--- src/rtl/core/ohf_pkg.sv ---
// Shared types, widths and helpers for the outflow boundary halo fill block.
package ohf_pkg;

    // Value format: signed fixed point, VALUE_WIDTH bits with FRAC_BITS fraction bits
    localparam int VALUE_WIDTH    = 48;
    localparam int FRAC_BITS      = 16;

    // Internal widths of the reflection datapath
    localparam int PROD_WIDTH     = 2 * VALUE_WIDTH;       // w*w product
    localparam int SUM_WIDTH      = 2 * VALUE_WIDTH + 1;   // sum of three products
    localparam int DBL_WIDTH      = 2 * VALUE_WIDTH + 2;   // doubled dot product
    localparam int PROD2_WIDTH    = DBL_WIDTH + VALUE_WIDTH;
    localparam int NUM_WIDTH      = PROD2_WIDTH + 1;       // reflection numerator
    localparam int QUO_BITS       = VALUE_WIDTH + 1;       // quotient magnitude bits
    localparam int SAT_WIDTH      = VALUE_WIDTH + 4;       // pre-saturation width

    // Multiplier slices the second operand into chunks, one chunk per stage
    localparam int MUL_CHUNK      = 8;
    localparam int MUL_LAT        = (VALUE_WIDTH + MUL_CHUNK - 1) / MUL_CHUNK + 2;
    localparam int DIV_LAT        = QUO_BITS + 3;

    localparam int CFG_IDX_WIDTH  = 2;
    localparam int CFG_DATA_WIDTH = 32;

    typedef logic signed [VALUE_WIDTH-1:0] val_t;

    typedef enum logic [1:0] {
        FUNC_VELOCITY    = 2'd0,
        FUNC_PRESSURE    = 2'd1,
        FUNC_TEMPERATURE = 2'd2,
        FUNC_SPECIES     = 2'd3
    } func_t;

    typedef enum logic [CFG_IDX_WIDTH-1:0] {
        CFG_EXIT_MODE  = 2'd0,
        CFG_NORMAL_OUT = 2'd1
    } cfg_index_t;

    typedef struct packed {
        func_t func;
        val_t  first_a;
        val_t  first_b;
        val_t  first_c;
        val_t  second_a;
        val_t  second_b;
        val_t  second_c;
        val_t  face_x;
        val_t  face_y;
        val_t  face_z;
    } in_item_t;

    typedef struct packed {
        val_t halo_a;
        val_t halo_b;
        val_t halo_c;
        logic reverse_flow;
    } out_item_t;

    // Classified item handed from front to back
    typedef struct packed {
        logic           is_vel;
        logic           npo;
        val_t [2:0]     u1;
        val_t [2:0]     s;
        val_t [2:0]     alt;   // extrapolated velocity, or scalar result in [0]
    } entry_t;

    // Entry plus decisions made once the dot products are known
    typedef struct packed {
        entry_t ent;
        logic   nn_zero;
        logic   leave;
    } side_t;

    // Clamp a wide signed value into the value range
    function automatic val_t sat_val(input logic signed [SAT_WIDTH-1:0] v);
        val_t result;
        if (&v[SAT_WIDTH-1:VALUE_WIDTH-1] || ~|v[SAT_WIDTH-1:VALUE_WIDTH-1]) begin
            result = v[VALUE_WIDTH-1:0];
        end else if (v[SAT_WIDTH-1]) begin
            result = {1'b1, {(VALUE_WIDTH-1){1'b0}}};
        end else begin
            result = {1'b0, {(VALUE_WIDTH-1){1'b1}}};
        end
        return result;
    endfunction

endpackage

--- src/rtl/core/ohf_queue.sv ---
// Two-entry item queue between front and back.
module ohf_queue import ohf_pkg::*; (
    input  logic   aclk,
    input  logic   aresetn,
    input  logic   push,
    input  entry_t push_entry,
    input  logic   pop,
    output logic   full,
    output logic   head_valid,
    output entry_t head
);

    entry_t     ent_reg [2];
    logic       wr_reg;
    logic       rd_reg;
    logic [1:0] cnt_reg;
    logic [1:0] cnt_next;

    assign full       = (cnt_reg == 2'd2);
    assign head_valid = (cnt_reg != 2'd0);
    assign head       = ent_reg[rd_reg];

    always_comb begin
        cnt_next = cnt_reg;
        case ({push, pop})
            2'b10:   cnt_next = cnt_reg + 2'd1;
            2'b01:   cnt_next = cnt_reg - 2'd1;
            default: cnt_next = cnt_reg;
        endcase
    end

    // advance pointers and count
    always_ff @(posedge aclk) begin
        if (!aresetn) begin
            wr_reg  <= 1'b0;
            rd_reg  <= 1'b0;
            cnt_reg <= 2'd0;
        end else begin
            if (push) begin
                wr_reg <= !wr_reg;
            end
            if (pop) begin
                rd_reg <= !rd_reg;
            end
            cnt_reg <= cnt_next;
        end
    end

    // hold item storage
    always_ff @(posedge aclk) begin
        if (push) begin
            ent_reg[wr_reg] <= push_entry;
        end
    end

endmodule

--- config.mk ---
export PLATFORM = sky130hd
export DESIGN_NAME = ohf_queue
export DESIGN_NICKNAME = d
export VERILOG_FILES = /design/src/rtl/core/ohf_pkg.sv /design/src/rtl/core/ohf_queue.sv
export SDC_FILE = /design/constraint.sdc
export NUM_CORES = 1
export LEC_CHECK = 0
export BUFFER_PORTS_ARGS = -buffer_cell sky130_fd_sc_hd__buf_2
export CORE_AREA = 2 2 336 338
export DETAILED_ROUTE_END_ITERATION = 12
export DIE_AREA = 0 0 338 340
export PLACE_DENSITY_LB_ADDON = 0.05
export SLEW_MARGIN = 20
export SYNTH_ARGS = -nofsm -noshare
export SYNTH_HDL_FRONTEND = slang
export SYNTH_SLANG_ARGS = --single-unit
--- constraint.sdc ---
create_clock -name aclk -period 61 [get_ports aclk]
set_input_delay 6.1 -clock aclk [delete_from_list [all_inputs] [get_ports aclk]]
set_output_delay 6.1 -clock aclk [all_outputs]
set_load 0.02 [all_outputs]
-- Yosys cells after proc, flatten, opt, wreduce, memory -nomap -nowiden
Memories as Yosys holds them, arrays and structs flattened. A register that Yosys moved wholly into a read port is not among the register bits.
Index checks and enable logic that the tools add are counted.
- flip-flop bits (word level): 4
- memory bits (writable): 868
- input port bits: 438
- output and inout bits: 436
- logic and storage cells: 18
- memories: 1
- memory list (memory ; depth ; width ; rd ports ; clocked after memory_dff ; write ports ; line ; source):
    ent_reg ; 2 ; 434 ; 1 ; 1 ; 1 ; ohf_queue.sv:13 ; entry_t ent_reg [2];
- $add $sub $neg: 2
- equality and inequality tests: 3
- muxes and demuxes: 5
- reduce and logical (&&, ||, !) cells: 4
- operator list (operator ; count):
    $eq A2 B2 Y1 const B ; 2
    $mux W1 ; 4
    $pmux W2 S2 ; 1
    $reduce_bool A2 Y1 ; 2
    $add A2 B1 Y2 const B ; 1
    $eq A2 B1 Y1 const B ; 1
    $logic_not A1 Y1 ; 2
    $sub A2 B1 Y2 const B ; 1

-- Depth between registers and ports, before layout
Gate-level depths: netlist of the first run.
- depth after elaboration: 3
- gate-level depth with buffers: 5
- gate-level depth less buffers: 5

-- Worst setup path after synthesis of the first run
Ideal clock, no wire load.
- path kind: input to register
- start: in push
- end: reg wr_reg
- setup time: 0.144 ns
- arrival time: 25.613 ns
- required time: 60.856 ns
- path slack: 35.243 ns
- stages on the path: 3
- buffers on the path: 0
- cells stage by stage: inv_1 -> nor2_1 -> o21a_1
- RTL lines (what ; line ; source):
    from (decl) ; ohf_queue.sv:5 ; input logic push,
    to (signal assigned) ; ohf_queue.sv:40 ; wr_reg <= !wr_reg;
    to (decl) ; ohf_queue.sv:14 ; logic wr_reg;

==> metrics.md, run 1 <==
| Metric | Value |
|---|---|
| Syn_area_per_cell | `23.6 um^2` |
| Die area | `115000 um^2` |
| Drt first pass iters | `4` |
| CTS Root Cell | `clkbuf_16` |
| Peak supply drop | `0.0216 mV` |
| Yosys cell types | `20` |
| Setup slack, reg-to-reg | `56.74 ns` |
| Power Dens Cells | `34.7 nW/um^2` |
| FF-to-FF Start | `wr_reg` |
| Worst Setup EP | `head[355]` |
| Yosys top cell by area | `edfxtp_1` |
| Crit. End Element | `output pin` |
| Top cells by area, synth | `edfxtp_1 (81%), mux2_4 (9.3%), mux2_2 (6.1%), mux2_1 (2.1%), buf_6 (1.0%)` |
| Status | `complete, no violations` |
| GP Congestion | `0.770` |
| Row count | `123` |
| DIE HEIGHT | `340 um` |
| Yosys warning count | `0` |
| Die width | `338 um` |
| Switching Power | `0.345 mW` |
| Worst path required time | `54.90 ns` |
| Total power | `1.44 mW` |
| Area after DPL | `38300 um^2` |
| Clock sink count | `873` |
| Detailed Place HPWL | `68.1 mm` |
| Clock Latency Late Sink | `0.65 ns` |
| Vias in the first global route | `17600` |
| Max-Cap Viols | `0` |
| Worst slew margin | `28.8%` |
| Antenna violations before repair | `66` |
| Maximum clock rate | `91.3 MHz` |
| Grt total ovfl | `0` |
| Netlist area before placement | `32400 um^2` |
| Final Routed Wirelength | `93.8 mm` |
| # hold bufs at CTS | `0` |
| Largest register FFs | `868` |
| RSZ-0062 raised after global routing | `no` |
| # H-tree levels | `3` |
| Leakage | `15.7 nW` |
| Via Count | `16600` |
| Setup Viol. Count Final | `0` |
| Syn Nets | `1811` |
| Sequential area share after synthesis | `80.8%` |
| Least-Margin Pin Slew | `1.07 ns` |
| Power Internal | `1.09 mW` |
| Post-cts resize count | `0` |
| Setup_tns | `0 ns` |
| Final Hold Violating Endpoints | `0` |
| Layout cells sized above 1 | `58.6%` |
| Clock slew at reported path FFs | `0.06 ns` |
| Tmin final | `10.96 ns` |
| CTS tree | `built` |
| Port buffer count | `873` |
| Post-route antenna net violation count | `0` |
| I/O pin count | `874` |
| WP data arrival | `4.86 ns` |
| Final number of max-transition violations | `0` |
| Part of the power in registers | `49.1%` |
| Switching Share | `24.0%` |
| Average wire per standard cell | `23.9 um` |
| # nets final | `2754` |
| Reg-to-reg endpoint | `ent_reg[1][287]` |
| Setup Crit Path Kind | `register to output pin` |
| Worst Clk Skew | `0.0167 ns` |
| GRT Overall Usage | `15.7%` |
| 1st-iter DRT viols | `681` |
| Setup bufs post-CTS | `0` |
| CP Max Fanout | `71` |
| Share of the synthesized area in the top cell type | `80.5%` |
| Util after Layout | `37.1%` |
| Clock share of power | `39.0%` |
| Logic pwr share | `11.9%` |
| CTS Buf Count | `99` |
| Synth Instances | `1372` |
| Startpoint types | `register` |
| DRC viols | `0` |
| Hold crit path type | `register to register` |
| Largest net degree at the start of global routing | `162` |
| First-pass GRT wire length | `127 mm` |
| Fin area | `41400 um^2` |
| Max Root-Sink Buffers | `3` |
| Period Utilization, post-route | `18.0%` |
| Syn-to-layout area delta | `28.0%` |
| Placeable Area | `112000 um^2` |
| Hold depth | `2` |
| Via density | `4.25` |
| Yosys reg bits | `873` |
| Worst Reg2Reg Path Length in Cells | `4` |
| Initial core utilization | `29.0%` |
[layout by cell type, fill, tap and decap left out, types with 4 or more instances in the layout]
| cell | count |
|---|---|
| buf_2 | 873 |
| edfxtp_1 | 868 |
| mux2_4 | 200 |
| mux2_2 | 174 |
| clkbuf_16 | 99 |
| mux2_1 | 60 |
| diode_2 | 22 |
| clkbuf_1 | 22 |
| clkinv_1 | 22 |
| clkinv_2 | 20 |
| buf_4 | 14 |
| bufinv_16 | 7 |
| inv_6 | 6 |
| dfxtp_1 | 4 |
[cells by family after synthesis]
family | Yosys count | synth area share, %
adder cells (fa/ha/maj) | 1 | 0.0386
XOR/XNOR | 3 | 0.0812
AND/OR/NAND/NOR | 9 | 0.166
flip-flops | 873 | 80.8
multiplexers | 434 | 17.4
AO/OA/AOI/OAI | 3 | 0.0619
buffers and inverters | 49 | 1.40
[power groups by stage]
| stage | clock, mW | combinational (mW) | sequential, mW |
|---|---|---|---|
| global placement | 0 | 0.174 | 0.718 |
| floorplan | 0 | 0.110 | 0.729 |
| detailed placement | 0 | 0.175 | 0.718 |
| CTS | 0.582 | 0.176 | 0.705 |
| global route | 0.602 | 0.182 | 0.707 |
| finish | 0.561 | 0.171 | 0.705 |
[layer usage]
layer  wire, um  global-route usage, %  up-vias
li1           -                      -     7429
met1      31800                   15.5     8263
met2      49400                   29.0      666
met3       8970                   6.67      228
met4       3360                   5.22       50
met5        314                      0        -
[worst min-delay path by stage]
stage                from         end  slack (ns)
5_1_grt        cnt_reg[1]  cnt_reg[1]        0.55
4_1_cts        cnt_reg[1]  cnt_reg[1]        0.53
3_5_place_dp   cnt_reg[1]  cnt_reg[1]        0.52
6_report       cnt_reg[1]  cnt_reg[1]        0.52
3_3_place_gp   cnt_reg[1]  cnt_reg[1]        0.48
2_1_floorplan  cnt_reg[1]  cnt_reg[1]        0.47
[area by class of cell]
cell class	instances	area, um^2
antenna	22	55.1
clock buffer	121	2560
clock inverter	59	495
fill	10600	70100
inverter	1	3.75
multi-input combinational	450	5760
sequential	873	26200
tap	1500	1880
timing repair buffer	890	4530
[critical path: stages, from the launching register on]
cell and delay [ns]:
dfxtp_4 0.87, buf_4 0.87, buf_4 0.87, buf_4 0.84, mux2_4 0.35, buf_2 0.16
[through the flow]
step | std cells | hold slack, ns | setup slack [ns]
2_1_floorplan | 1372 | 0.468 | 35.24
3_3_place_gp | 3714 | 0.482 | 50.61
3_5_place_dp | 3714 | 0.518 | 50.54
4_1_cts | 3894 | 0.531 | 49.81
5_1_grt | 3903 | 0.546 | 49.68
6_report | 3916 | 0.525 | 50.04
[synth_stat cells]
cell type / instances
buf_4: 11
mux2_4: 200
and2_1: 4
ha_1: 1
o21a_1: 1
or3_1: 1
xor2_1: 1
xnor2_1: 2
mux2_2: 174
buf_2: 8
o21ai_0: 1
nor2_1: 1
buf_6: 29
dfxtp_1: 5
mux2_1: 60
a21boi_0: 1
inv_1: 1
or2_2: 1
nor2b_1: 2
edfxtp_1: 868
(Power assumes the default switching activity.)
==> inputs of run 2 (changes only) <==
- ABC_AREA: not set -> 1
- CORE_AREA: 2 2 336 338 -> 2 2 339 341
- DIE_AREA: 0 0 338 340 -> 0 0 341 343
- clock period: 61 -> 11.1 ns (I/O delays scaled with it)
==> run 2 against run 1 <==
Sequential share of layout area down 0.070 points. Critical path depth is 1 lower. Sequential cell count stayed put. Critical endpoint is now head[431]. Register-to-register slack worse by 49 ns. Non-clock buffer count shrank 1. Clock power grew to 5.5 times the previous value. Core utilization shrank 0.56 points. Final cell count is 0.72% higher. Cell area increased by 0.11%.
==> metrics.md, run 2 <==
| Metric | Value |
|---|---|
| Period Utilization, post-route | `46.8%` |
| Setup_tns | `0 ns (unchanged)` |
| Cell with the most instances after synthesis | `edfxtp_1` |
| # nets final | `2767 (+0.47%)` |
| Average wire per standard cell | `24.2 um (+1.1%)` |
| Netlist area before placement | `32400 um^2 (about the same)` |
| Area after DPL | `38400 um^2 (+0.14%)` |
| Final Hold Violating Endpoints | `0 (unchanged)` |
| Hold crit path type | `register to register` |
| Max Root-Sink Buffers | `3 (unchanged)` |
| Compound-Gate Fraction of Synth Area | `0.0309% (-0.031 points)` |
| Post-Place Worst Slack | `6.47 ns (-44.08 ns)` |
| I/O pin count | `874 (unchanged)` |
| Synth Area in Adders | `0.0386% (about the same)` |
| Maximum clock rate | `193 MHz` |
| Sequential area share after synthesis | `80.8% (about the same)` |
| Logic pwr share | `10.8% (-1.1 points)` |
| FF-to-FF Start | `wr_reg` |
| Syn Nets | `1824 (+0.72%)` |
| Startpoint types | `register` |
| Yosys top cell by area | `edfxtp_1` |
| Layout cells sized above 1 | `57.9% (-0.71 points)` |
| Worst Clk Skew | `0.0183 ns (+0.00160 ns)` |
| Detailed Place HPWL | `69.4 mm (+1.9%)` |
| Yosys warning count | `0 (unchanged)` |
| Vias in the first global route | `17900 (+1.8%)` |
| Die width | `341 um (+0.89%)` |
| Die area | `117000 um^2 (+1.8%)` |
| Antenna violations before repair | `85 (+29%)` |
| Syn-to-layout area delta | `28.1% (about the same)` |
| Non-Filler Instances | `3944 (+0.72%)` |
| Yosys cell types | `15 (-25%)` |
| Post-synth EDFFs | `868 (unchanged)` |
| Mux share of post-synthesis cell area | `17.4% (about the same)` |
| Hold_sp | `rd_reg` |
| Setup Viol. Count Final | `0 (unchanged)` |
| Worst path required time | `9.99 ns (-44.91 ns)` |
| Clock share of power | `39.4% (+0.4 points)` |
| GRT Overall Usage | `15.7% (about the same)` |
| Post-route antenna net violation count | `0 (unchanged)` |
| Row count | `124 (+0.81%)` |
| Fin worst setup slack | `5.91 ns (-44.13 ns)` |
| Least-Margin Pin Slew | `1.07 ns (-0.000371 ns)` |
| # hold bufs at CTS | `0 (unchanged)` |
| XOR/XNOR share of the synthesized area | `0% (-0.081 points)` |
| Final number of max-transition violations | `0 (unchanged)` |
| Largest family of logic cells by synthesized area | `multiplexers` |
| CP Max Fanout | `131 (+85%)` |
| Tmin final | `5.19 ns` |
| Part of the power in registers | `49.8% (+0.7 points)` |
| Via density | `4.25 (about the same)` |
| Setup Crit Path Kind | `register to output pin` |
| Largest register FFs | `868 (unchanged)` |
| Final Routed Wirelength | `95.5 mm (+1.8%)` |
| Yosys reg bits | `873 (unchanged)` |
| Largest net degree at the start of global routing | `149 (-8.0%)` |
| Peak supply drop | `0.118 mV (+450%)` |
| Commonest non-fill, non-tap cell in the layout | `buf_2` |
| Top cells by area, synth | `edfxtp_1 (81%), mux2_4 (9.3%), mux2_2 (6.1%), mux2_1 (2.1%), buf_6 (1.0%)` |
| CTS Buf Count | `100 (+1.0%)` |
| Syn_area_per_cell | `23.4 um^2 (-0.91%)` |
| Setup bufs post-CTS | `0 (unchanged)` |
| Max incr delay on CP | `1.02 ns (+0.15 ns)` |
| RSZ-0062 raised after global routing | `no` |
| Slowest stage cell, crit path | `dfxtp_4` |
| Main synth FF type | `edfxtp_1` |
| Crit. End Element | `output pin` |
| Post-cts resize count | `0 (unchanged)` |
| Crit-path cells | `buf_4 -> buf_12 -> mux2_2 -> buf_2` |
| Power Internal | `5.93 mW (+440%)` |
| Clock Latency Late Sink | `0.68 ns (+0.03 ns)` |
| Synth top cells by count | `edfxtp_1 (868), mux2_4 (200), mux2_2 (174)` |
| Placeable Area | `113000 um^2 (+1.6%)` |
| Clock slew at reported path FFs | `0.06 ns (about the same)` |
| 1st-iter DRT viols | `800 (+17%)` |
| GP Congestion | `0.816 (+5.9%)` |
| Most frequent cells in the layout | `buf_2 (873), edfxtp_1 (868), mux2_4 (200), mux2_2 (174), clkbuf_16 (100)` |
| CTS Root Cell | `clkbuf_16` |
| DRC viols | `0 (unchanged)` |
| Leakage | `15.7 nW (+0.20%)` |
| Placed insts | `3738 (+0.65%)` |
| Status | `complete, no violations` |
| Port buffer count | `873 (unchanged)` |
| Grt total ovfl | `0 (unchanged)` |
| # H-tree levels | `3 (unchanged)` |
| WP data arrival | `4.08 ns (-0.78 ns)` |
| Max-Cap Viols | `0 (unchanged)` |
| Fraction of registers with async set/reset | `0% (unchanged)` |
| First-pass GRT wire length | `130 mm (+1.8%)` |
| Fin area | `41500 um^2 (+0.11%)` |
| Switching Share | `23.9% (-0.18 points)` |
| Via Count | `16800 (+0.72%)` |
| Clock sink count | `873 (unchanged)` |
| Synth Instances | `1385 (+0.95%)` |
| DIE HEIGHT | `343 um (+0.88%)` |
| Worst slew margin | `28.8% (about the same)` |
| CTS tree | `built` |
| Share of the synthesized area in the top cell type | `80.5% (about the same)` |
| Power Dens Cells | `188 nW/um^2 (+440%)` |
| Initial core utilization | `28.5% (-0.46 points)` |
| Total power | `7.79 mW (+440%)` |
| Switching Power | `1.86 mW (+440%)` |
| Post-synthesis simple-gate area fraction | `0.251% (+0.085 points)` |
| Drt first pass iters | `4 (unchanged)` |
## run 2: worst paths after layout
kind              cells after the start  slack [ns]              end
setup / recovery                      4        5.91        head[431]
hold / removal                        2        0.50           rd_reg
setup reg to reg                      4        7.48  ent_reg[1][370]
hold reg to reg                       2        0.50           rd_reg
## run 2: kinds of logic (layout without fill, tap and decap cells)
| group | after synthesis | after routing |
|---|---|---|
| AOI/OAI and AO/OA | 2 | 2 |
| adders and majority gates | 1 | 1 |
| buffers and inverters | 54 | 1075 |
| DFF | 873 | 873 |
| muxes | 434 | 434 |
| other | 0 | 26 |
| and+or+nand+nor | 21 | 21 |
## run 2: layout make-up
type	instances	area, um^2
clock buffer	127	2600
tap	1512	1890
antenna	26	65.1
sequential	873	26200
fill	10800	71900
multi-input combinational	458	5750
clock inverter	53	437
inverter	6	30.0
timing repair buffer	889	4550
## run 2: routing by layer
metal | vias up | global-route usage [%] | wire [um]
met1 | 8294 | 15.0 | 31100
met5 | - | 0 | 422
met4 | 66 | 5.32 | 3320
met3 | 257 | 7.40 | 9610
met2 | 666 | 29.2 | 51000
li1 | 7473 | - | -
## run 2: stage by stage
step	hold WS [ns]	util [%]
floorplan	0.463	-
global placement	0.478	33.8
detailed placement	0.494	33.8
CTS	0.514	36.5
global route	0.552	36.6
finish	0.504	36.6
## run 2: power by group through the flow
stage                     Sequential, mW  Combinational, mW  Clock, mW
after global routing                3.90              0.897       3.30
after detailed placement            3.95              0.860          0
after CTS                           3.89              0.862       3.18
final                               3.88              0.839       3.07
after floorplan                     3.97              0.522          0
after global placement              3.95              0.853          0
## run 2: critical path: cells and delay by family, from the launching register on
family                 cells  cell delay (ns)
buffers and inverters      3             1.76
multiplexers               1             0.42
flip-flops                 1             1.02
