**src/rtl/core/ohf_pkg.sv**
```systemverilog
// Shared types, widths and helpers for the outflow boundary halo fill block.
package ohf_pkg;

    // Value format: signed fixed point, VALUE_WIDTH bits with FRAC_BITS fraction bits
    localparam int VALUE_WIDTH    = 48;
    localparam int FRAC_BITS      = 16;

    // Internal widths of the reflection datapath
    localparam int PROD_WIDTH     = 2 * VALUE_WIDTH;       // w*w product
    localparam int SUM_WIDTH      = 2 * VALUE_WIDTH + 1;   // sum of three products
    localparam int DBL_WIDTH      = 2 * VALUE_WIDTH + 2;   // doubled dot product
    localparam int PROD2_WIDTH    = DBL_WIDTH + VALUE_WIDTH;
    localparam int NUM_WIDTH      = PROD2_WIDTH + 1;       // reflection numerator
    localparam int QUO_BITS       = VALUE_WIDTH + 1;       // quotient magnitude bits
    localparam int SAT_WIDTH      = VALUE_WIDTH + 4;       // pre-saturation width

    // Multiplier slices the second operand into chunks, one chunk per stage
    localparam int MUL_CHUNK      = 8;
    localparam int MUL_LAT        = (VALUE_WIDTH + MUL_CHUNK - 1) / MUL_CHUNK + 2;
    localparam int DIV_LAT        = QUO_BITS + 3;

    localparam int CFG_IDX_WIDTH  = 2;
    localparam int CFG_DATA_WIDTH = 32;

    typedef logic signed [VALUE_WIDTH-1:0] val_t;

    typedef enum logic [1:0] {
        FUNC_VELOCITY    = 2'd0,
        FUNC_PRESSURE    = 2'd1,
        FUNC_TEMPERATURE = 2'd2,
        FUNC_SPECIES     = 2'd3
    } func_t;

    typedef enum logic [CFG_IDX_WIDTH-1:0] {
        CFG_EXIT_MODE  = 2'd0,
        CFG_NORMAL_OUT = 2'd1
    } cfg_index_t;

    typedef struct packed {
        func_t func;
        val_t  first_a;
        val_t  first_b;
        val_t  first_c;
        val_t  second_a;
        val_t  second_b;
        val_t  second_c;
        val_t  face_x;
        val_t  face_y;
        val_t  face_z;
    } in_item_t;

    typedef struct packed {
        val_t halo_a;
        val_t halo_b;
        val_t halo_c;
        logic reverse_flow;
    } out_item_t;

    // Classified item handed from front to back
    typedef struct packed {
        logic           is_vel;
        logic           npo;
        val_t [2:0]     u1;
        val_t [2:0]     s;
        val_t [2:0]     alt;   // extrapolated velocity, or scalar result in [0]
    } entry_t;

    // Entry plus decisions made once the dot products are known
    typedef struct packed {
        entry_t ent;
        logic   nn_zero;
        logic   leave;
    } side_t;

    // Clamp a wide signed value into the value range
    function automatic val_t sat_val(input logic signed [SAT_WIDTH-1:0] v);
        val_t result;
        if (&v[SAT_WIDTH-1:VALUE_WIDTH-1] || ~|v[SAT_WIDTH-1:VALUE_WIDTH-1]) begin
            result = v[VALUE_WIDTH-1:0];
        end else if (v[SAT_WIDTH-1]) begin
            result = {1'b1, {(VALUE_WIDTH-1){1'b0}}};
        end else begin
            result = {1'b0, {(VALUE_WIDTH-1){1'b1}}};
        end
        return result;
    endfunction

endpackage

```
**src/rtl/core/ohf_front.sv**
```systemverilog
// Front end: configuration registers, item intake and classification.
module ohf_front import ohf_pkg::*; (
    input  logic                      aclk,
    input  logic                      aresetn,
    input  logic                      s_valid,
    output logic                      s_ready,
    input  in_item_t                  s_item,
    input  logic                      cfg_valid,
    output logic                      cfg_ready,
    input  logic [CFG_IDX_WIDTH-1:0]  cfg_index,
    input  logic [CFG_DATA_WIDTH-1:0] cfg_data,
    input  logic                      q_full,
    output logic                      push,
    output entry_t                    push_entry
);

    logic exit_mode_reg;
    logic npo_reg;
    logic signed [SAT_WIDTH-1:0] u1x [3];
    logic signed [SAT_WIDTH-1:0] u2x [3];
    logic signed [SAT_WIDTH-1:0] ext [3];
    logic signed [SAT_WIDTH-1:0] one;
    logic signed [SAT_WIDTH-1:0] pos;
    logic signed [SAT_WIDTH-1:0] lim;
    logic signed [SAT_WIDTH-1:0] res;
    logic is_vel;

    assign cfg_ready = 1'b1;
    assign s_ready   = !q_full;
    assign push      = s_valid && !q_full;

    // write configuration registers
    always_ff @(posedge aclk) begin
        if (!aresetn) begin
            exit_mode_reg <= 1'b0;
            npo_reg       <= 1'b1;
        end else if (cfg_valid) begin
            if (cfg_index == CFG_EXIT_MODE) begin
                exit_mode_reg <= cfg_data[0];
            end else if (cfg_index == CFG_NORMAL_OUT) begin
                npo_reg <= cfg_data[0];
            end
        end
    end

    // extrapolate every component: 2*first - second
    always_comb begin
        u1x[0] = SAT_WIDTH'(s_item.first_a);
        u1x[1] = SAT_WIDTH'(s_item.first_b);
        u1x[2] = SAT_WIDTH'(s_item.first_c);
        u2x[0] = SAT_WIDTH'(s_item.second_a);
        u2x[1] = SAT_WIDTH'(s_item.second_b);
        u2x[2] = SAT_WIDTH'(s_item.second_c);
        for (int i = 0; i < 3; i++) begin
            ext[i] = (u1x[i] <<< 1) - u2x[i];
        end
    end

    // scalar rules
    always_comb begin
        one = SAT_WIDTH'(1) <<< FRAC_BITS;
        pos = (ext[0] > 0) ? ext[0] : '0;
        lim = (ext[0] < one) ? ext[0] : one;
        res = u1x[0];
        if (!exit_mode_reg) begin
            res = (s_item.func == FUNC_PRESSURE) ? u2x[0] : u1x[0];
        end else begin
            case (s_item.func)
                FUNC_PRESSURE:    res = (pos <= u1x[0]) ? pos : u1x[0];
                FUNC_TEMPERATURE: res = pos;
                FUNC_SPECIES:     res = (lim > 0) ? lim : '0;
                default:          res = u1x[0];
            endcase
        end
    end

    // build the queue entry
    always_comb begin
        is_vel            = (s_item.func == FUNC_VELOCITY);
        push_entry.is_vel = is_vel;
        push_entry.npo    = npo_reg;
        push_entry.u1[0]  = s_item.first_a;
        push_entry.u1[1]  = s_item.first_b;
        push_entry.u1[2]  = s_item.first_c;
        push_entry.s[0]   = s_item.face_x;
        push_entry.s[1]   = s_item.face_y;
        push_entry.s[2]   = s_item.face_z;
        if (is_vel) begin
            push_entry.alt[0] = sat_val(ext[0]);
            push_entry.alt[1] = sat_val(ext[1]);
            push_entry.alt[2] = sat_val(ext[2]);
        end else begin
            push_entry.alt[0] = sat_val(res);
            push_entry.alt[1] = '0;
            push_entry.alt[2] = '0;
        end
    end

endmodule

```
**config.mk**
```make
export PLATFORM = sky130hd
export DESIGN_NAME = ohf_front
export DESIGN_NICKNAME = d
export VERILOG_FILES = /design/src/rtl/core/ohf_pkg.sv /design/src/rtl/core/ohf_front.sv
export SDC_FILE = /design/constraint.sdc
export NUM_CORES = 1
export LEC_CHECK = 0
export BUFFER_PORTS_ARGS = -buffer_cell sky130_fd_sc_hd__buf_2
export CORE_AREA = 3 3 352 354
export DETAILED_ROUTE_END_ITERATION = 8
export DIE_AREA = 0 0 355 357
export GPL_TIMING_DRIVEN = 0
export HOLD_SLACK_MARGIN = 0.02
export PLACE_DENSITY_LB_ADDON = 0.05
export SYNTH_ARGS = -nofsm -noshare
export SYNTH_HDL_FRONTEND = slang
export SYNTH_SLANG_ARGS = --single-unit
```
**constraint.sdc**
```tcl
create_clock -name aclk -period 9.3 [get_ports aclk]
set_input_delay 0.465 -clock aclk [delete_from_list [all_inputs] [get_ports aclk]]
set_output_delay 0.465 -clock aclk [all_outputs]
set_load 0.01 [all_outputs]
```
Yosys cells after proc, flatten, opt, wreduce, memory -nomap -nowiden
Cells that the tools add are included.

Add/subtract/negate cells: 3. Multipliers: 0. Div/mod/pow operators: 0. $lt $le $gt $ge: 4. Equal/unequal tests: 4. Shift-type cells: 0. Muxes and demuxes: 16. Bitwise operators: 1. Reductions and logical operators: 22.

Operators with widths (count): 48-bit two-way mux (8); 52-bit two-way mux (6); 52-bit case mux with 3 select lines (1); 49-bit by 48-bit subtractor with 50-bit output (3); 144-bit two-way mux (1); 52-bit by 1-bit > comparator with 1-bit output (second input constant) (1); 52-bit by 48-bit <= comparator with 1-bit output (1); 50-bit by 1-bit > comparator with 1-bit output (second input constant) (1); 50-bit by 18-bit less-than comparator with 1-bit output (second input constant) (1); 5-bit AND reduction (4); 5-bit OR reduction (4); 1-bit logical NOT (5); 2-bit by 1-bit == test with 1-bit output (second input constant) (2); 2-bit == test (second input constant) (2); 2-bit logical NOT (2); 1-bit logical OR (4); 3-bit AND reduction (1); 2-bit AND reduction (1); 1-bit logical AND (1); 1-bit inverter (1).

Register bits after elaboration: 2. Latch bits: 0. Bits in writable memories: 0. ROM bits: 0. Bits of input ports: 473. Output and inout port bits: 437. Logic and storage cells: 52. Memories: 0.

Depth between registers and ports, before layout
Gate-level depths: netlist of run 1.

Depth after elaboration: 12. Depth in mapped cells: 33. Depth with buffers taken out: 28.

Worst setup path before layout of run 1
No wires, ideal clock.

Path type: input port to output port. Start point: in s_item[241] (netlist name). End point: out push_entry[24] (netlist name). Arrival time: 7.342 ns. Data required time: 8.835 ns. Setup slack: 1.493 ns. Cell stages on the path: 31. Buffers on the path: 4. Cells stage by stage: inv_1 -> fa_1 -> a211o_1 -> o211a_1 -> o21a_1 -> o21a_1 -> o211ai_1 -> nand4_1 -> a2111oi_2 -> nand4b_1 -> nor4_4 -> a31o_2 -> buf_6 -> clkbuf_1 -> buf_2 -> nor2_1 -> ha_1 -> nand4_1 -> nor2_1 -> nand4_1 -> or4_1 -> a31o_2 -> nand4_1 -> mux2i_1 -> a21oi_1 -> a311o_1 -> o21a_1 -> buf_2 -> o211ai_1 -> nand2_1 -> a211oi_1.

RTL lines: start, declared (RTL line ohf_front.sv:7) `input in_item_t s_item,`; end, declared (RTL line ohf_front.sv:14) `output entry_t push_entry`.

==> flow_summary.toml, run 1 <==
[critical_path]
path_buf_inv = 9
startpoint = "s_item[400]"
crit_path_max_incr_delay_ns = 0.50
r2r_start = "exit_mode_reg"
crit_path_frequent_cell = "nand4_1"
cp_top_family = "compound AO/OA/AOI/OAI gates"
cp.required_ns = 8.84
crit_fanout = 10
cp-start-kind = "input port"
crit_type = "input port to output pin"
cp_slowest_cell = "a2111oi_4"
worst_setup_path_end_kind = "output pin"
arrival_ns = 8.62

[clock_network]
h-tree-depth = 1
hold_buffers = 0
cts_sinks = 2
cts_buffers = 3
clk_latency_ns = 0.22
cts-root-buf = "clkbuf_16"
clkSlewWorstSetupHoldPaths_ns = 0.03
cts.path.max_buffers = 2
cts_tree = "done"

[place]
finalWeightedCongestion = 0.8320
dp_cells = 4916
portBuffers = 733
hpwl_um = 97530

[sta]
setup_violations = 0
slew-limit-headroom_pct = 16.15
slew_violations = 0
min_period_ns = 9.089
finalClockSkew_ns = 0
max_freq_ghz = 0.1100
tightest_slew_ns = 1.258
hold_viol = 0
fin_crit_sh_pct = 97.73

[floorplan]
dieArea_mm2 = 0.1267
row_count = 128
ioPinCount = 910
core_mm2 = 0.1214
initial_core_util_pct = 13.52
die_x_um = 355
die_h_um = 357

[drt]
vias = 21350
wl_um = 112800
ant_nets = 0
avgRoutedWirePerCell_um = 22.75
drtIter0Drc = 1046
route.detailed.drc = 0
dr.pass1.iters = 9
drt-vias-per-instance = 4.305

[global_route]
grt_remaining_overflow = 0
grt_max_degree = 11
grt_pass1_wl_um = 154200
grt_pass1_vias = 21020
track_usage_pct = 16.59
antenna_found_initial = 23

[finish]
drive_gt1_share_pct = 37.46
nFillCells = 14270
fin_cells = 4960
syn2layout_area_growth_pct = 42.26
nets = 4003

[yosys]
synthCells = 2558
synth_nets = 3230
ys_seq_area_share_pct = 0.2440
yosysWarnings = 0
synth_seq_cells = 2
synthDistinctLibCells = 86
synth_async_sr_flop_share_pct = 0
synth_flop_cell = "dfxtp_1"
synth_area_mm2 = 0.01641
synth_edf_count = 0
avgSynthCellArea_um2 = 6.415

[worst_hold_path]
hold_class = "input port to register"
min-delay-start = "aresetn"

[status]
status = "finished, final reports clean"

[pwr]
powerDensity_mw_per_mm2 = 88.10
finalPower_uw = 2057
p_leak_uw = 0.01192
ir_worst_vdd_mv = 0.03229

[run]
max-cap-violations = 0
metal layers:
metal	global-route usage, %	vias to the layer above	share of wire [%]
li1	-	10410	-
met1	22.17	10180	45
met2	28.76	698	48
met3	2.636	58	5.3
met4	1.872	6	1.3
met5	0	-	0.036
area by class of cell:
type	instances	area, µm²	share of cell area [%]
clock buffer	3	75.07	0.3216
inverter	240	900.9	3.859
antenna	6	15.01	0.06432
multi-input combinational	1913	13560	58.07
buffer	394	2706	11.59
sequential	2	40.04	0.1715
timing repair buffer	777	4018	17.21
tap	1625	2033	8.710
synth_stat cells (7+ instances only):
cell	number	area, µm²
or3_1	10	62.56
o221ai_1	9	78.83
ha_1	196	2452
a41oi_1	17	148.9
a21o_1	96	720.7
xor2_1	63	551.8
a221oi_1	13	113.9
inv_1	239	897.1
nand2_1	184	690.7
o211ai_1	45	337.8
and3_1	21	131.4
o31ai_1	9	67.56
nand3_1	76	380.4
nor2_1	182	683.2
xnor2_1	62	543.0
o22ai_1	7	43.79
buf_4	292	2192
buf_2	18	90.09
a21oi_1	294	1471
and4_1	8	70.07
a211oi_1	28	210.2
a31oi_1	24	150.1
a31o_2	7	61.31
nor4_1	10	62.56
o21ai_0	170	850.8
a22oi_1	16	120.1
o211a_1	12	120.1
or2_2	12	75.07
and2_1	17	106.4
clkbuf_1	87	326.6
a211o_1	9	78.83
nor3_1	30	150.1
nor2b_1	27	168.9
o21bai_1	18	135.1
mux2i_1	10	100.1
nand4_1	44	275.3
o21ai_1	15	75.07
nand2b_1	19	118.9
o21a_1	48	360.4
a21boi_0	10	75.07
power by group:
group / switching (µW) / internal (µW) / total, µW / leakage, µW
Clock: 9.48 / 54.7 / 64.1 / 0.0000370
Combinational: 1240 / 746 / 1980 / 0.0119
Sequential: 0.320 / 8.95 / 9.27 / 0.0000163
worst register-to-register path: stages (launching register included):
cell	delay (ns)
dfxtp_1	0.36
inv_1	0.19
clkbuf_1	0.66
clkbuf_1	0.73
nor2_1	0.11
a21oi_1	0.18
nor2b_1	0.06
cell families after synthesis:
| group | count (synthesis) | synth area share, % |
|---|---|---|
| adders and majority gates | 199 | 15.31 |
| muxes | 12 | 0.7473 |
| AOI/OAI and AO/OA | 915 | 36.07 |
| xor gates and xnor gates | 125 | 6.672 |
| DFF | 2 | 0.2440 |
| buffers and inverters | 643 | 21.62 |
| and+or+nand+nor | 660 | 19.29 |
| other | 2 | 0.04577 |
cells in the final DEF (no fill, tap or decap), types with 8 or more instances in the layout:
cell type / n
nor2b_1: 27
buf_2: 749
nor2_1: 178
xor2_1: 58
nand4_1: 44
a22oi_1: 15
o211a_1: 11
a211oi_1: 18
inv_1: 238
o211ai_1: 45
a21oi_1: 273
a41oi_1: 16
buf_4: 335
nor3_1: 24
o21ai_1: 25
o21bai_1: 18
mux2i_1: 9
or2_2: 12
a21oi_2: 18
and2_1: 17
xnor2_1: 57
o21a_1: 45
a221oi_1: 10
nand3_1: 76
ha_1: 191
a31oi_1: 21
nor4_1: 8
a21boi_0: 10
a21o_1: 96
or3_1: 10
nand2_1: 179
o21ai_0: 156
and4_1: 8
clkbuf_1: 67
a211o_1: 8
nand2b_1: 19
and3_1: 21
timing repair:
action                                  CTS  global route
pin swaps                                24            32
endpoints found under the setup margin   48            47
gates resized for setup                 131            63
setup buffers                            24            20
per-stage QoR:
stage	setup TNS, ns	cell area [µm²]	utilization, %	hold WS, ns	setup WS, ns
after floorplan	0	16410	-	0.4444	1.493
after global placement	-157.01	22110	18.21	0.4864	-3.672
after detailed placement	-155.85	22110	18.21	0.4762	-3.636
after CTS	0	22890	18.86	0.4389	0.006954
after global routing	-0.09116	23330	19.22	0.4580	-0.04896
final	0	23340	19.23	0.4391	0.2109
worst paths after layout:
| path | end | slack, ns | depth (start not counted) |
|---|---|---|---|
| worst min register to register | npo_reg | 0.49 | 2 |
| worst max register to register | exit_mode_reg | 6.90 | 6 |
| worst max-delay path | push_entry[24] | 0.21 | 35 |
| worst min-delay path | npo_reg | 0.44 | 2 |
(Power assumes the default switching activity.)
==> run 2, diff against run 1 <==
--- a/config.mk
+++ b/config.mk
@@ -11,7 +11,6 @@
 export DIE_AREA = 0 0 355 357
 export GPL_TIMING_DRIVEN = 0
 export HOLD_SLACK_MARGIN = 0.02
-export PLACE_DENSITY_LB_ADDON = 0.05
 export SYNTH_ARGS = -nofsm -noshare
 export SYNTH_HDL_FRONTEND = slang
 export SYNTH_SLANG_ARGS = --single-unit
==> flow_summary.toml, run 2 (same netlist as run 1, synthesis figures left out) <==
[status]
status = "finished, final reports clean"

[floorplan]
core_mm2 = 0.1214
row_count = 128
die_x_um = 355
initial_core_util_pct = 13.52
ioPinCount = 910
die_h_um = 357
dieArea_mm2 = 0.1267

[global_route]
grt_max_degree = 11
grt_remaining_overflow = 0
antenna_found_initial = 48
grt_pass1_wl_um = 144300
grt_pass1_vias = 20220
track_usage_pct = 15.60

[finish]
nets = 3973
syn2layout_area_growth_pct = 38.65
mostFrequentLayoutCells = "buf_2 (744), buf_4 (310), a21oi_1 (285), inv_1 (239), ha_1 (195)"
final_core_util_pct = 18.74
drive_gt1_share_pct = 35.62
nFillCells = 14170
final_common_cell = "buf_2"
multiInputGateArea_mm2 = 0.01323
regArea_um2 = 40.04
final_cell_area_mm2 = 0.02275

[place]
portBuffers = 733
dpl_cell_area_mm2 = 0.02212
finalWeightedCongestion = 0.9674
hpwl_um = 95160

[critical_path]
crit_type = "input port to output pin"
r2r_start = "exit_mode_reg"
crit_path_max_incr_delay_ns = 0.51
arrival_ns = 8.71
worst_setup_path_end_kind = "output pin"
ff2ff_setup_slack_ns = 6.64
cp_slowest_cell = "or4_4"
rr_worst_depth = 6
startpoint = "s_item[240]"
cp-start-kind = "input port"
crit_path_frequent_cell = "nand4_1"
crit_end = "push_entry[29]"
cp.required_ns = 8.84
r2r_end = "exit_mode_reg"
crit_fanout = 10

[drt]
drtIter0Drc = 2220
wl_um = 107900
vias = 22320
route.detailed.drc = 0
ant_nets = 0
dr.pass1.iters = 7
drt-vias-per-instance = 4.520
avgRoutedWirePerCell_um = 21.84

[sta]
slew-limit-headroom_pct = 12.05
finalClockSkew_ns = 0
tightest_slew_ns = 1.319
fin_crit_sh_pct = 98.64
slew_violations = 0
setup_violations = 0
hold_viol = 0
max_freq_ghz = 0.1090
rsz0062_at_grt = "true"
min_period_ns = 9.173

[clock_network]
cts_sinks = 2
clk_latency_ns = 0.22
h-tree-depth = 1
clkSlewWorstSetupHoldPaths_ns = 0.03
cts.path.max_buffers = 2
cts_tree = "done"
hold_buffers = 0
cts_buffers = 3
cts-root-buf = "clkbuf_16"

[pwr]
p_leak_uw = 0.01170
ir_worst_vdd_mv = 0.05306
powerDensity_mw_per_mm2 = 87.39

[worst_hold_path]
hold_class = "input port to register"
whs_path_depth = 2

[run]
max-cap-violations = 0
run 2: cell count changes in the layout (fill, tap and decap cells not counted), sizes merged:
| cell | before | now |
|---|---|---|
| buf | 1095 | 1062 |
| clkbuf | 79 | 82 |
| diode | 6 | 14 |
run 2: worst min-delay path by stage:
| stage | from | slack, ns | to |
|---|---|---|---|
| 2_1_floorplan | npo_reg | 0.44 | npo_reg |
| 3_3_place_gp | npo_reg | 0.47 | npo_reg |
| 3_5_place_dp | npo_reg | 0.49 | npo_reg |
| 4_1_cts | aresetn | 0.42 | npo_reg |
| 5_1_grt | aresetn | 0.44 | npo_reg |
| 6_report | aresetn | 0.42 | npo_reg |
run 2: final cells by class:
class	count	area share, %
inverters	240	3.960
flip-flops and latches	2	0.1760
diodes	14	0.1540
plain buffers	396	11.70
multi-input cells	1913	58.16
repair buffers	745	16.59
well taps	1625	8.936
clock buffers	3	0.3300
run 2: layer usage:
metal | GRT usage [%] | wire length [µm] | share of wire, % | up-vias
li1 | - | - | - | 10390
met1 | 20.84 | 45930 | 43 | 10530
met2 | 23.93 | 46390 | 43 | 1228
met3 | 5.583 | 12650 | 12 | 151
met4 | 3.369 | 2722 | 2.5 | 26
met5 | 0 | 171 | 0.16 | -
run 2: repair_timing:
| action | 4_1_cts | 5_1_grt |
|---|---|---|
| resized for setup | 50 | 64 |
| buffers inserted | 6 | 6 |
| pin swaps | 7 | 16 |
| endpoints found under the setup margin | 48 | 47 |
| endpoints found under the hold margin | 0 | 0 |
run 2: critical path, delay by kind of cell:
family                     cells  cell delay, ns
buffers and inverters          7            1.36
adders and majority gates      2            0.76
AOI/OAI and AO/OA             13            3.50
muxes                          1            0.40
and+or+nand+nor                9            2.18
run 2: power by group:
group	leakage [µW]	total (µW)	switching, µW	internal, µW
combinational	0.0116	1910	1210	708
sequential	0.0000163	9.60	0.653	8.95
clock	0.0000371	64.9	10.2	54.7
total	0.0117	1990	1220	772
run 2: per-stage QoR:
| stage | hold WS (ns) | power [µW] | setup TNS [ns] | instances | worst slack [ns] |
|---|---|---|---|---|---|
| 5_1_grt | 0.4360 | 2137 | -0.1584 | 4928 | -0.05963 |
| 6_report | 0.4195 | 1988 | 0 | 4938 | 0.1268 |
| 2_1_floorplan | 0.4444 | 1112 | 0 | 2558 | 1.493 |
| 3_5_place_dp | 0.4926 | 1833 | -79.67 | 4916 | -1.892 |
| 4_1_cts | 0.4163 | 1934 | 0 | 4924 | 0.01511 |
| 3_3_place_gp | 0.4700 | 1834 | -76.14 | 4916 | -1.831 |
